## config.mk

```make
export PLATFORM = sky130hd
export DESIGN_NAME = polynomial_atan2_angle
export DESIGN_NICKNAME = d
export VERILOG_FILES = /design/src/rtl/patan_pkg.sv /design/src/rtl/polynomial_atan2_angle.sv
export SDC_FILE = /design/constraint.sdc
export NUM_CORES = 2
export LEC_CHECK = 0
export BUFFER_PORTS_ARGS = -buffer_cell sky130_fd_sc_hd__buf_4
export CAP_MARGIN = 40
export CORE_MARGIN = 4
export CORE_UTILIZATION = 50
export DETAILED_ROUTE_END_ITERATION = 10
export PLACE_DENSITY = 0.65
export SETUP_SLACK_MARGIN = 0.2
export SLEW_MARGIN = 20
export SYNTH_ARGS = -nofsm -noshare
export SYNTH_HDL_FRONTEND = slang
export SYNTH_SLANG_ARGS = --single-unit
```

## constraint.sdc

```tcl
create_clock -name clk -period 33.3 [get_ports clk]
set_input_delay 3.33 -clock clk [delete_from_list [all_inputs] [get_ports clk]]
set_output_delay 3.33 -clock clk [all_outputs]
set_load 0.01 [all_outputs]
```

## src/rtl/patan_pkg.sv

```systemverilog
// Package for the fixed-point four-quadrant angle pipeline.
// Holds the field formats, polynomial coefficients, reflection constants
// and the octant flag word that travels down the pipeline. No dependencies.
package patan_pkg;

  localparam int INPUT_WIDTH     = 16;
  localparam int ANGLE_FRAC_BITS = 13;
  localparam int ANGLE_WIDTH     = 16;

  localparam int RATIO_FRAC = 15;
  localparam int QUO_BITS   = RATIO_FRAC + 1;
  localparam int NUM_W      = INPUT_WIDTH + RATIO_FRAC;

  localparam int DIV_BITS_PER_STAGE = 2;
  localparam int DIV_STAGES         = QUO_BITS / DIV_BITS_PER_STAGE;

  localparam logic [15:0] COEF_C3 = 16'd1524;
  localparam logic [15:0] COEF_C2 = 16'd5220;
  localparam logic signed [16:0] COEF_C1 = 17'sd10736;

  localparam int R30_W = 36;
  localparam logic signed [R30_W-1:0] HALF_PI_Q30 = 36'sd1686629760;
  localparam logic signed [R30_W-1:0] PI_Q30      = 36'sd3373259520;
  localparam int OUT_SHIFT = 30 - ANGLE_FRAC_BITS;

  localparam logic signed [39:0] ANGLE_MAX = 40'sd32767;
  localparam logic signed [39:0] ANGLE_MIN = -40'sd32768;

  // Input register, divider stages, five polynomial stages, reflection, output.
  localparam int LATENCY = 1 + DIV_STAGES + 5 + 1 + 1;

  typedef struct packed {
    logic neg_x;
    logic neg_y;
    logic swap;
    logic zero;
  } oct_t;

endpackage

```

## src/rtl/polynomial_atan2_angle.sv

```systemverilog
// Top level of the four-quadrant angle pipeline: ratio divider, minimax
// polynomial and octant reflection in one pipelined datapath.
// Depends on patan_pkg for formats, coefficients and the octant flag word.
//
//  channel  | ports                     | handshake
//  ---------+---------------------------+---------------------------------
//  input    | x_value, y_value          | word taken when start && !busy
//  result   | angle, both_zero          | one-cycle strobe on done
//
// A new word can enter in every cycle; busy is never raised.
// Each word passes the input register, eight stages of the restoring ratio
// divider (two quotient bits each), polynomial, reflection and output stages.
// Synchronous reset clears all stage valid bits; words in flight are dropped.
// The receiver cannot stall, so the pipeline advances on every clock.
module polynomial_atan2_angle import patan_pkg::*; (
  input  logic                          clk,
  input  logic                          rst,
  input  logic                          start,
  output logic                          busy,
  input  logic signed [INPUT_WIDTH-1:0] x_value,
  input  logic signed [INPUT_WIDTH-1:0] y_value,
  output logic                          done,
  output logic signed [ANGLE_WIDTH-1:0] angle,
  output logic                          both_zero
);

  function automatic logic signed [39:0] rnd_shift(input logic signed [39:0] v,
                                                   input int unsigned k);
    logic [39:0] mag;
    logic [39:0] half;
    mag  = v[39] ? 40'(-v) : 40'(v);
    half = 40'(1) << (k - 1);
    mag  = (mag + half) >> k;
    return v[39] ? -$signed(mag) : $signed(mag);
  endfunction

  assign busy = 1'b0;

  // Input stage: magnitudes, octant flags and the rounded dividend.
  logic [INPUT_WIDTH-1:0] x_mag, y_mag, mn_c, mx_c;
  logic [NUM_W-1:0]       num_c;
  oct_t                   fl_c;

  always_comb begin
    x_mag      = x_value[INPUT_WIDTH-1] ? (~x_value + 1'b1) : x_value;
    y_mag      = y_value[INPUT_WIDTH-1] ? (~y_value + 1'b1) : y_value;
    fl_c.swap  = y_mag > x_mag;
    fl_c.neg_x = x_value[INPUT_WIDTH-1];
    fl_c.neg_y = y_value[INPUT_WIDTH-1];
    mn_c       = fl_c.swap ? x_mag : y_mag;
    mx_c       = fl_c.swap ? y_mag : x_mag;
    fl_c.zero  = (mx_c == '0);
    num_c      = {mn_c, {RATIO_FRAC{1'b0}}} + NUM_W'(mx_c >> 1);
  end

  logic                   dv   [DIV_STAGES+1];
  oct_t                   dfl  [DIV_STAGES+1];
  logic [INPUT_WIDTH-1:0] dmx  [DIV_STAGES+1];
  logic [INPUT_WIDTH-1:0] drem [DIV_STAGES+1];
  logic [QUO_BITS-1:0]    dlow [DIV_STAGES+1];
  logic [QUO_BITS-1:0]    dquo [DIV_STAGES+1];

  always_ff @(posedge clk) begin
    if (rst) begin
      dv[0] <= 1'b0;
    end else begin
      dv[0] <= start && !busy;
    end
  end

  always_ff @(posedge clk) begin
    dfl[0]  <= fl_c;
    dmx[0]  <= mx_c;
    drem[0] <= INPUT_WIDTH'(num_c[NUM_W-1:QUO_BITS]);
    dlow[0] <= num_c[QUO_BITS-1:0];
    dquo[0] <= '0;
  end

  for (genvar k = 0; k < DIV_STAGES; k++) begin : g_div
    logic [INPUT_WIDTH-1:0] rem_c;
    logic [QUO_BITS-1:0]    low_c;
    logic [QUO_BITS-1:0]    quo_c;

    always_comb begin
      logic [INPUT_WIDTH:0] trial;
      rem_c = drem[k];
      low_c = dlow[k];
      quo_c = dquo[k];
      for (int j = 0; j < DIV_BITS_PER_STAGE; j++) begin
        trial = {rem_c, low_c[QUO_BITS-1]};
        low_c = low_c << 1;
        if (trial >= {1'b0, dmx[k]}) begin
          rem_c = INPUT_WIDTH'(trial - {1'b0, dmx[k]});
          quo_c = {quo_c[QUO_BITS-2:0], 1'b1};
        end else begin
          rem_c = trial[INPUT_WIDTH-1:0];
          quo_c = {quo_c[QUO_BITS-2:0], 1'b0};
        end
      end
    end

    always_ff @(posedge clk) begin
      if (rst) begin
        dv[k+1] <= 1'b0;
      end else begin
        dv[k+1] <= dv[k];
      end
    end

    always_ff @(posedge clk) begin
      dfl[k+1]  <= dfl[k];
      dmx[k+1]  <= dmx[k];
      drem[k+1] <= rem_c;
      dlow[k+1] <= low_c;
      dquo[k+1] <= quo_c;
    end
  end

  // Polynomial stages.
  logic [15:0]        a_d;
  logic [31:0]        sq_c, m_c, ts_c;
  logic [15:0]        s_next, t_next;
  logic signed [16:0] u_next, p_next, w_c;
  logic signed [33:0] up_c, pa_c;
  logic signed [17:0] r_next;

  logic               v1, v2, v3, v4, v5, v6;
  oct_t               fl1, fl2, fl3, fl4, fl5;
  logic [15:0]        a1, a2, a3, a4;
  logic [15:0]        s1, s2, s3;
  logic [15:0]        t2;
  logic signed [16:0] u3, p4;
  logic signed [17:0] r5;

  assign a_d = dquo[DIV_STAGES];

  always_comb begin
    sq_c   = a_d * a_d;
    s_next = 16'((sq_c + 32'd16384) >> RATIO_FRAC);
    m_c    = COEF_C3 * s1;
    t_next = COEF_C2 - 16'((m_c + 32'd16384) >> RATIO_FRAC);
    ts_c   = t2 * s2;
    u_next = $signed({1'b0, 16'((ts_c + 32'd16384) >> RATIO_FRAC)}) - COEF_C1;
    up_c   = u3 * $signed({1'b0, s3});
    p_next = 17'(rnd_shift(40'(up_c), RATIO_FRAC));
    pa_c   = p4 * $signed({1'b0, a4});
    w_c    = 17'(rnd_shift(40'(pa_c), RATIO_FRAC));
    r_next = $signed({2'b00, a4}) + 18'(w_c);
  end

  always_ff @(posedge clk) begin
    if (rst) begin
      v1 <= 1'b0;
      v2 <= 1'b0;
      v3 <= 1'b0;
      v4 <= 1'b0;
      v5 <= 1'b0;
    end else begin
      v1 <= dv[DIV_STAGES];
      v2 <= v1;
      v3 <= v2;
      v4 <= v3;
      v5 <= v4;
    end
  end

  always_ff @(posedge clk) begin
    fl1 <= dfl[DIV_STAGES];
    a1  <= a_d;
    s1  <= s_next;
    fl2 <= fl1;
    a2  <= a1;
    s2  <= s1;
    t2  <= t_next;
    fl3 <= fl2;
    a3  <= a2;
    s3  <= s2;
    u3  <= u_next;
    fl4 <= fl3;
    a4  <= a3;
    p4  <= p_next;
    fl5 <= fl4;
    r5  <= r_next;
  end

  // Octant reflection in Q.30.
  logic signed [R30_W-1:0] r30_c;
  logic signed [R30_W-1:0] r30_6;
  logic                    zero6;

  always_comb begin
    r30_c = R30_W'(r5) <<< RATIO_FRAC;
    if (fl5.swap) begin
      r30_c = HALF_PI_Q30 - r30_c;
    end
    if (fl5.neg_x) begin
      r30_c = PI_Q30 - r30_c;
    end
    if (fl5.neg_y) begin
      r30_c = -r30_c;
    end
  end

  always_ff @(posedge clk) begin
    if (rst) begin
      v6 <= 1'b0;
    end else begin
      v6 <= v5;
    end
  end

  always_ff @(posedge clk) begin
    r30_6 <= r30_c;
    zero6 <= fl5.zero;
  end

  // Output rounding and saturation.
  logic signed [39:0]            ang_c;
  logic signed [ANGLE_WIDTH-1:0] angle_next;

  always_comb begin
    ang_c = rnd_shift(40'(r30_6), OUT_SHIFT);
    if (zero6) begin
      angle_next = '0;
    end else if (ang_c > ANGLE_MAX) begin
      angle_next = ANGLE_WIDTH'(ANGLE_MAX);
    end else if (ang_c < ANGLE_MIN) begin
      angle_next = ANGLE_WIDTH'(ANGLE_MIN);
    end else begin
      angle_next = ANGLE_WIDTH'(ang_c);
    end
  end

  always_ff @(posedge clk) begin
    if (rst) begin
      done <= 1'b0;
    end else begin
      done <= v6;
    end
  end

  always_ff @(posedge clk) begin
    angle     <= angle_next;
    both_zero <= zero6;
  end

  a_result_follows_word: assert property (@(posedge clk) disable iff (rst)
    (start && !busy) |-> ##LATENCY done)
    else $error("accepted word produced no result at the expected cycle");

  a_result_has_word: assert property (@(posedge clk) disable iff (rst)
    done |-> $past(start && !busy, LATENCY))
    else $error("result strobe without a matching accepted word");

  a_zero_angle: assert property (@(posedge clk) disable iff (rst)
    (done && both_zero) |-> (angle == '0))
    else $error("zero input pair gave a nonzero angle");

  a_zero_flag_tracks_input: assert property (@(posedge clk) disable iff (rst)
    done |-> (both_zero == $past(x_value == '0 && y_value == '0, LATENCY)))
    else $error("zero flag does not match the accepted word");

endmodule

```

==> metrics.md <==
| Metric | Value |
|---|---|
| Status | finished, final reports clean |
| Slowest stage delay, CP | 0.87 ns |
| Internal reg-to-reg setup slack | 21.08 ns |
| Starting Density | 50.5% |
| Startpoint Class | flop |
| Syn Std Cell Area | 73,700 um2 |
| Global-route wire length before repair | 288 mm |
| Max_slew headroom | 41.6% |
| Slowest stage cell, crit path | fa_1 |
| CP Launch Point | a4[3] |
| Number of synthesis warnings | 0 |
| CP bufs+invs | 4 |
| Via Count | 54,000 |
| Routed length per instance | 17.0 um |
| Post-route ant nets | 0 |
| Vias in the first global route | 56,600 |
| Syn_area_per_cell | 9.08 um2 |
| Gr usage total | 23.0% |
| Hold Buf Count CTS | 0 |
| Fillers | 13,300 |
| Critical path depth in cells | 44 |
| TritonCTS clock tree | done |
| Syn Nets | 9,900 |
| Final period util | 36.7% |
| Required time worst endpoint | 33.84 ns |
| Number of synthesized register bits | 622 |
| Hold Path Class | flop to flop |
| # rows | 140 |
| DRT Wirelength | 171 mm |
| PostCTS Resize Cnt | 0 |
| Die W | 392 um |
| Worst Path Max Fanout | 31 |
| Floorplan die height | 392 um |
| Hold WS | 0.318 ns |
| Syn Inst Count | 8,123 |
| Fin Setup TNS | 0 ns |
| Clock sink count | 622 |
| Final-report setup violation count | 0 |
| Port Buffers | 52 |
| Inserted Clock Buffers | 73 |
| Synth cell types | 121 |
| Worst flop-to-flop path endpoint | r5[16] |
| Vias per std cell | 5.36 |
| Largest net degree at the start of global routing | 42 |
| Clk pin slew, worst setup/hold paths | 0.06 ns |
| Initial antenna violation count | 3 |
| Max_cap viols | 0 |
| Worst slew pin tran | 0.870 ns |
| Core Box Area | 146,000 um2 |
| DRT Pass-1 Iters | 6 |
| Post-DP HPWL | 140 mm |
| # DRC | 0 |
| Setup CP Type | flop to flop |
| Max-slew violations | 0 |
| Most frequent CP cell | fa_1 |
| Final Skew | 0.0311 ns |
| EDFF count, synth | 0 |
| Commonest non-fill, non-tap cell in the layout | inv_1 |
| Placed Area | 76,100 um2 |
| Worst EP arrival | 12.76 ns |
| Worst setup endpoint | r5[16] |
| Maximum clock frequency | 81.8 MHz |
| H-Tree Depth | 3 |
| Final non-filler cell total | 10,100 |
| Worst R2R Path Depth | 44 |
| Hold Vio Cnt, Final | 0 |
| Share of layout cells above drive strength 1 | 6.53% |
| Nets | 9,873 |
| Most frequent cells in the layout | inv_1, fa_1, ha_1 |
| Gp weighted congestion | 0.883 |
| Final Cell Area | 78,800 um2 |
| Register area share after synthesis | 16.9% |
| Top-Level Pins | 54 |
| Worst setup EP type | flop |
| Synth Flop Type | dfxtp_1 |
| Min Tclk post-route | 12.22 ns |
| Clock Tree Root | clkbuf_16 |
| Post-synth ARST share | 0% |
| Max clock buf depth | 3 |
| DIE AREA | 154,000 um2 |
| Insertion delay to the later sink of the worst-skew pair | 0.68 ns |
| Area Overhead vs Synth | 6.83% |
| Placed insts | 9,929 |
| Unrepaired setup endpoints after global routing | false |
| Delay-heaviest family, CP | adder cells |
| R2R Path Start | a4[3] |
| Gr ovfl total | 0 |
| Initial DRC Count | 2,780 |
| Postcts setup bufs | 0 |
==> cells by family (layout without fill, tap and decap cells) <==
kind of cell / count (synthesis) / count (layout) / share of synthesized area [%]
and+or+nand+nor: 2165 / 2165 / 14.8
buffers and inverters: 1746 / 1776 / 8.98
adders and majority gates: 1744 / 1744 / 39.8
AOI/OAI and AO/OA: 1129 / 1129 / 10.2
DFF: 622 / 622 / 16.9
xor gates and xnor gates: 452 / 452 / 5.44
muxes: 264 / 264 / 3.90
other: 1 / 2 / 0.00509
==> worst reg2reg max path, delay by kind of cell, from the launching register on <==
family / cells / cell delay (ns)
flops: 1 / 0.85
xor+xnor: 5 / 0.97
buf+inv: 4 / 0.33
fa+ha+maj: 9 / 4.56
compound gates: 15 / 3.03
simple gates: 11 / 2.38
==> synth_stat cells (46+ instances only) <==
master,n,area [um2]
nor2_1,378,1420
xor2_1,130,1140
nand4_1,92,576
xnor2_1,317,2780
nand3_1,61,305
mux2i_1,83,831
mux2_2,180,2030
nand2b_1,59,369
a21o_1,75,563
o21ai_0,287,1440
a31oi_1,46,288
nand2_1,734,2760
a21boi_0,67,503
nor3_1,89,445
dfxtp_1,622,12500
o31ai_1,46,345
o21a_1,56,420
nor2b_1,87,544
a21oi_1,246,1230
fa_1,1000,20000
clkbuf_1,192,721
ha_1,742,9280
and2_1,446,2790
inv_1,1531,5750
==> metrics by stage <==
stage	util [%]	setup slack (ns)
after global routing	53.9	19.97
after global placement	52.0	21.36
after detailed placement	52.1	21.15
after CTS	53.8	21.09
final	53.9	21.08
after floorplan	-	22.34
==> sequential cells by signal (all words and copies together), names as in the netlist, 9 cells and up, named ones only <==
register and count:
dquo 72, r30_6 25, dv 9, a3 16, r5 18, angle 16
s3 16, drem 127, t2 14, dfl 36, a4 16, u3 17
a2 16, dmx 128, s1 16, s2 16, p4 17, a1 16
==> metal layers <==
metal / vias to the layer above / global-route usage, % / routed length (um)
li1: 26000 / - / -
met1: 26600 / 30.6 / 76700
met2: 1153 / 39.7 / 82700
met3: 243 / 2.57 / 7100
met4: 0 / 6.12 / 4440
met5: - / 0 / 0
==> worst min path at each step <==
stage / cells after the start / end / slack (ns) / from
2_1_floorplan: 0 / a2[0] / 0.31 / a1[0]
3_3_place_gp: 0 / dfl[5][1] / 0.31 / dfl[4][1]
3_5_place_dp: 0 / a3[10] / 0.31 / a2[10]
4_1_cts: 0 / dquo[0][139] / 0.32 / dquo[0][121]
5_1_grt: 0 / dquo[0][139] / 0.33 / dquo[0][121]
6_report: 0 / a4[2] / 0.32 / a3[2]
==> area by class of cell <==
cell class	instances	area (um2)	area share [%]
Timing Repair Buffer	113	895	1.14
Clock buffer	93	1990	2.53
Antenna cell	1	2.50	0.00318
Clock inverter	39	576	0.731
Sequential cell	622	12500	15.8
Inverter	1531	5750	7.30
Multi-Input combinational cell	5755	54700	69.4
Tap cell	1917	2400	3.05
Power is not shown: default switching activity piles up to over one toggle a cycle in this logic, so the estimate is an artifact.
